`src/design/erfb_pkg.sv`:
```
// ----------------------------------------------------------------------------
// erfb_pkg: shared constants and helpers for the field-to-body rotator
// Holds the CORDIC arctangent table, fixed-point constants and the word types.
// ----------------------------------------------------------------------------
package erfb_pkg;

   localparam int TRIG_BITS_DEF = 16;
   localparam int CORDIC_N      = 30;
   localparam int ZW            = 34;   // angle accumulator, Q30 plus headroom
   localparam int XW            = 33;   // CORDIC x/y datapath width
   localparam int ANG_W         = 16;
   localparam int FLD_W         = 18;
   localparam int OUT_W         = 19;

   localparam logic signed [ZW-1:0] PI_Q30      = 34'sd3373259426;
   localparam logic signed [ZW-1:0] HALF_PI_Q30 = 34'sd1686629713;
   localparam logic signed [XW-1:0] GAIN_Q30    = 33'sd652032874;

   function automatic logic signed [ZW-1:0] atan_q30(input int i);
      logic [31:0] t;
      unique case (i)
         0: t = 32'h3243F6A8;  1: t = 32'h1DAC6705;  2: t = 32'h0FADBAFC;
         3: t = 32'h07F56EA6;  4: t = 32'h03FEAB76;  5: t = 32'h01FFD55B;
         6: t = 32'h00FFFAAA;  7: t = 32'h007FFF55;  8: t = 32'h003FFFEA;
         9: t = 32'h001FFFFD; 10: t = 32'h000FFFFF; 11: t = 32'h0007FFFF;
        12: t = 32'h0003FFFF; 13: t = 32'h0001FFFF; 14: t = 32'h0000FFFF;
        15: t = 32'h00007FFF; 16: t = 32'h00003FFF; 17: t = 32'h00001FFF;
        18: t = 32'h00000FFF; 19: t = 32'h000007FF; 20: t = 32'h000003FF;
        21: t = 32'h000001FF; 22: t = 32'h000000FF; 23: t = 32'h0000007F;
        24: t = 32'h0000003F; 25: t = 32'h0000001F; 26: t = 32'h0000000F;
        27: t = 32'h00000007; 28: t = 32'h00000003; 29: t = 32'h00000001;
        default: t = 32'h0;
      endcase
      return signed'({2'b00, t});
   endfunction

   // one angle's CORDIC state as it moves down the chain
   typedef struct packed {
      logic signed [XW-1:0] x;
      logic signed [XW-1:0] y;
      logic signed [ZW-1:0] z;
      logic                 flip;
   } rot_type;

endpackage

```
`src/design/erfb_cell.sv`:
```
// ----------------------------------------------------------------------------
// erfb_cell: one CORDIC micro-rotation for three angles
// Rotates by atan(2^-STEP) toward zero residual and registers the result.
// ----------------------------------------------------------------------------
module erfb_cell #(
   parameter int STEP = 0
) (
   input  logic                   clock,
   input  logic                   enable,
   input  erfb_pkg::rot_type      rot_in [3],
   output erfb_pkg::rot_type      rot_out [3]
);

   erfb_pkg::rot_type rot_ff [3];
   erfb_pkg::rot_type rot_in_n [3];

   always_comb begin
      for (int k = 0; k < 3; k++) begin
         rot_in_n[k].flip = rot_in[k].flip;
         if (!rot_in[k].z[erfb_pkg::ZW-1]) begin
            rot_in_n[k].x = rot_in[k].x - (rot_in[k].y >>> STEP);
            rot_in_n[k].y = rot_in[k].y + (rot_in[k].x >>> STEP);
            rot_in_n[k].z = rot_in[k].z - erfb_pkg::atan_q30(STEP);
         end else begin
            rot_in_n[k].x = rot_in[k].x + (rot_in[k].y >>> STEP);
            rot_in_n[k].y = rot_in[k].y - (rot_in[k].x >>> STEP);
            rot_in_n[k].z = rot_in[k].z + erfb_pkg::atan_q30(STEP);
         end
      end
   end

   always_ff @(posedge clock) begin
      if (enable) rot_ff <= rot_in_n;
   end

   assign rot_out = rot_ff;

endmodule

```
`config.mk`:
```
export PLATFORM = sky130hd
export DESIGN_NAME = erfb_cell
export DESIGN_NICKNAME = d
export VERILOG_FILES = /design/src/design/erfb_pkg.sv /design/src/design/erfb_cell.sv
export SDC_FILE = /design/constraint.sdc
export NUM_CORES = 1
export LEC_CHECK = 0
export ABC_CLOCK_PERIOD_IN_PS = 7600
export BUFFER_PORTS_ARGS = -buffer_cell sky130_fd_sc_hd__buf_2
export CORE_MARGIN = 5
export CORE_UTILIZATION = 34
export DETAILED_ROUTE_END_ITERATION = 8
export GPL_ROUTABILITY_DRIVEN = 0
export PLACE_DENSITY = 0.57
export SETUP_SLACK_MARGIN = 0.05
export SLEW_MARGIN = 20
export SYNTH_ARGS = -nofsm -noshare
export SYNTH_HDL_FRONTEND = slang
export SYNTH_SLANG_ARGS = --single-unit
```
`constraint.sdc`:
```
create_clock -name clock -period 7.6 [get_ports clock]
set_clock_uncertainty 0.15 [all_clocks]
set_input_delay 1.14 -clock clock [delete_from_list [all_inputs] [get_ports clock]]
set_output_delay 1.14 -clock clock [all_outputs]
set_load 0.02 [all_outputs]
```
==> impl_metrics.env <==
export IMPL_crit_family="compound AO/OA/AOI/OAI gates"
export IMPL_fill_cells=8664
export IMPL_synth_compound_area_frac=0.240
export IMPL_fmaxAchievable_mhz=218
export IMPL_grt_pass1_wl_mm=160
export IMPL_cts_tree="built"
export IMPL_first_pass_iters=6
export IMPL_crit_top_cell="o21ai_0"
export IMPL_dp_hpwl_mm=84.4
export IMPL_rsz0062_at_grt="no"
export IMPL_track_usage=0.215
export IMPL_synth_seq_area_share=0.306
export IMPL_ys_warn_count=0
export IMPL_cp_num_buf_inv=2
export IMPL_fp_row_count=107
export IMPL_vdd_drop_max_uv=178
export IMPL_yosysMostFrequentCell="a21oi_1"
export IMPL_end_kind="register"
export IMPL_slowest_stage="o41ai_1"
export IMPL_grt_pass1_vias=26500
export IMPL_critPathKind="in -> reg"
export IMPL_synth_adder_area_share=0.168
export IMPL_post_cts_buffers=0
export IMPL_cp_depth=14
export IMPL_critPathRequiredTime_ps=7760
export IMPL_cts_made_buffers=41
export IMPL_synth_top_family_by_area="compound AO/OA/AOI/OAI gates"
export IMPL_syn_nets=4100
export IMPL_setup_tns_ps=0
export IMPL_io_buffers=607
export IMPL_grt_ovfl_total=0
export IMPL_avgViaCountPerCell=5.42
export IMPL_hold_violations=0
export IMPL_synth_area_mux_share=0.0130
export IMPL_worstPathArrival_ps=4740
export IMPL_yosys_area_share_simple=0.133
export IMPL_fp_dieW_um=304
export IMPL_wl_per_cell_um=20.6
export IMPL_ctsHoldBuffers=0
export IMPL_period_minus_slack_ps=4580
export IMPL_drc=0
export IMPL_cts_buffer_depth=3
export IMPL_vias=27800
export IMPL_ys_ff_latch=300
export IMPL_p_leak_uw=0.0159
export IMPL_clkTransAtPathRegs_ps=60
export IMPL_netlist_instances=3408
export IMPL_cp_endpoint="rot_out[269]$_DFFE_PP_"
export IMPL_worstMarginPinSlew_ps=1010
export IMPL_synth_edf_count=300
export IMPL_drv_cap=0
export IMPL_synthTopCellsByArea="edfxtp_1, ha_1, a21oi_1, xnor2_1, inv_1"
export IMPL_antenna_found_initial=27
export IMPL_cp_cell_sequence="buf_2, inv_1, ha_1, fa_1, nor2b_1, o21ai_0, o211ai_1, a31oi_1, o21ai_0, a41oi_1, o41ai_1, a2111o_1, o21ai_0, xnor2_1"
export IMPL_wl_mm=106
export IMPL_run_status="finished, final reports clean"
export IMPL_fin_util=0.408
export IMPL_setup_violations=0
export IMPL_dieArea_sq_um=92500
export IMPL_first_iter_violations=2144
export IMPL_cp_startpoint="rot_in[237]"
export IMPL_hold_path_class="in -> reg"
export IMPL_fin_nets=4628
export IMPL_fp_dieH_um=304
export IMPL_synth_common_cells="a21oi_1, ha_1, inv_1"
export IMPL_postCtsResizedCells=0
export IMPL_largest_reg_flops=300
export IMPL_worst_path_max_fanout=5
export IMPL_cts_htree_levels=2
export IMPL_report_final_slew_viol_count=0
export IMPL_ys_types=83
export IMPL_drive_above_1_share=0.185
export IMPL_avgSynthCellArea_sq_um=8.63
export IMPL_io_pins=608
export IMPL_syn_area_sq_um=29400
export IMPL_synth_xor_area_share=0.0795
export IMPL_fin_crit_sh=0.602
export IMPL_area_growth_pct=18.6
export IMPL_yosysTopAreaCellShare=0.306
export IMPL_power_density_nw_per_um2=199
export IMPL_critical_path_max_stage_delay_ps=590
export IMPL_yosysTopAreaCell="edfxtp_1"
export IMPL_grt_max_degree=145
export IMPL_initial_core_util=0.344
export IMPL_worstSetupStartpointType="input pin"
export IMPL_max_slew_margin=0.328
export IMPL_coreArea_sq_um=85500
export IMPL_ant_nets=0
export IMPL_ys_flop_type="edfxtp_1"
export IMPL_cts_sinks=300
export IMPL_ctsRootBufferMaster="clkbuf_16"
export IMPL_ys_async_sr_fraction=0
logic make-up after synthesis:
kind of cell	after synthesis
buffers and inverters	470
AOI/OAI and AO/OA	1110
DFF	300
muxes	38
and+or+nand+nor	836
xor gates and xnor gates	267
adders and majority gates	387
layout by cell type, fill, tap and decap left out, types with 25 or more instances in the layout:
master     instances
a211oi_1          34
a21o_1           131
a21oi_1          381
a31oi_1           36
buf_2            603
clkbuf_16         41
edfxtp_1         300
ha_1             375
inv_1            321
mux2i_1           36
nand2_1          174
nand2b_1          37
nand3_1           54
nand4_1           29
nor2_1           310
nor2b_1           47
nor3_1            78
o211ai_1          30
o21a_1            25
o21ai_0          215
o21bai_1          62
o31ai_1           29
xnor2_1          216
xor2_1            51
power by group:
| group | internal (uW) | switching [uW] | total, uW |
|---|---|---|---|
| combinational | 930 | 1730 | 2660 |
| clock | 1170 | 826 | 2000 |
| sequential | 2200 | 101 | 2300 |
| total | 4300 | 2660 | 6960 |
worst min path at each step:
stage	slack [ps]	depth (start not counted)	start	to
floorplan	1090	0	rot_in[0]	rot_out[0]$_DFFE_PP_
global placement	1170	1	rot_in[204]	rot_out[204]$_DFFE_PP_
detailed placement	1170	1	rot_in[205]	rot_out[205]$_DFFE_PP_
CTS	530	1	rot_in[205]	rot_out[205]$_DFFE_PP_
global route	540	1	rot_in[205]	rot_out[205]$_DFFE_PP_
finish	590	1	rot_in[205]	rot_out[205]$_DFFE_PP_
cell type report:
| class | count | area (sq um) | area share |
|---|---|---|---|
| Clock buffer | 46 | 1040 | 0.0299 |
| Timing Repair Buffer | 617 | 3140 | 0.0901 |
| Inverter | 338 | 1270 | 0.0364 |
| Clock inverter | 30 | 333 | 0.00954 |
| Tap cell | 1144 | 1430 | 0.0410 |
| Antenna cell | 18 | 45.0 | 0.00129 |
| Sequential cell | 300 | 9010 | 0.258 |
| Multi-Input combinational cell | 2638 | 18600 | 0.534 |
stage by stage:
step                      hold slack, ps  power, uW  setup slack [ps]  std cells  instance area (sq um)
after floorplan                     1090       4020              2490       3408                  29400
after global placement              1170       4970              2550       5037                  33500
after detailed placement            1170       4960              2560       5037                  33500
after CTS                            534       7020              3150       5113                  34800
after global routing                 545       7330              2820       5120                  34900
final                                586       6960              3020       5131                  34900
layer usage:
metal,part of all wire,up-vias,track usage
met4,0.024,16,0.0509
li1,-,13300,-
met3,0.079,173,0.0496
met5,0.0010,-,0
met2,0.48,1118,0.370
met1,0.42,13200,0.273
Power figures use the tool's default switching activity.
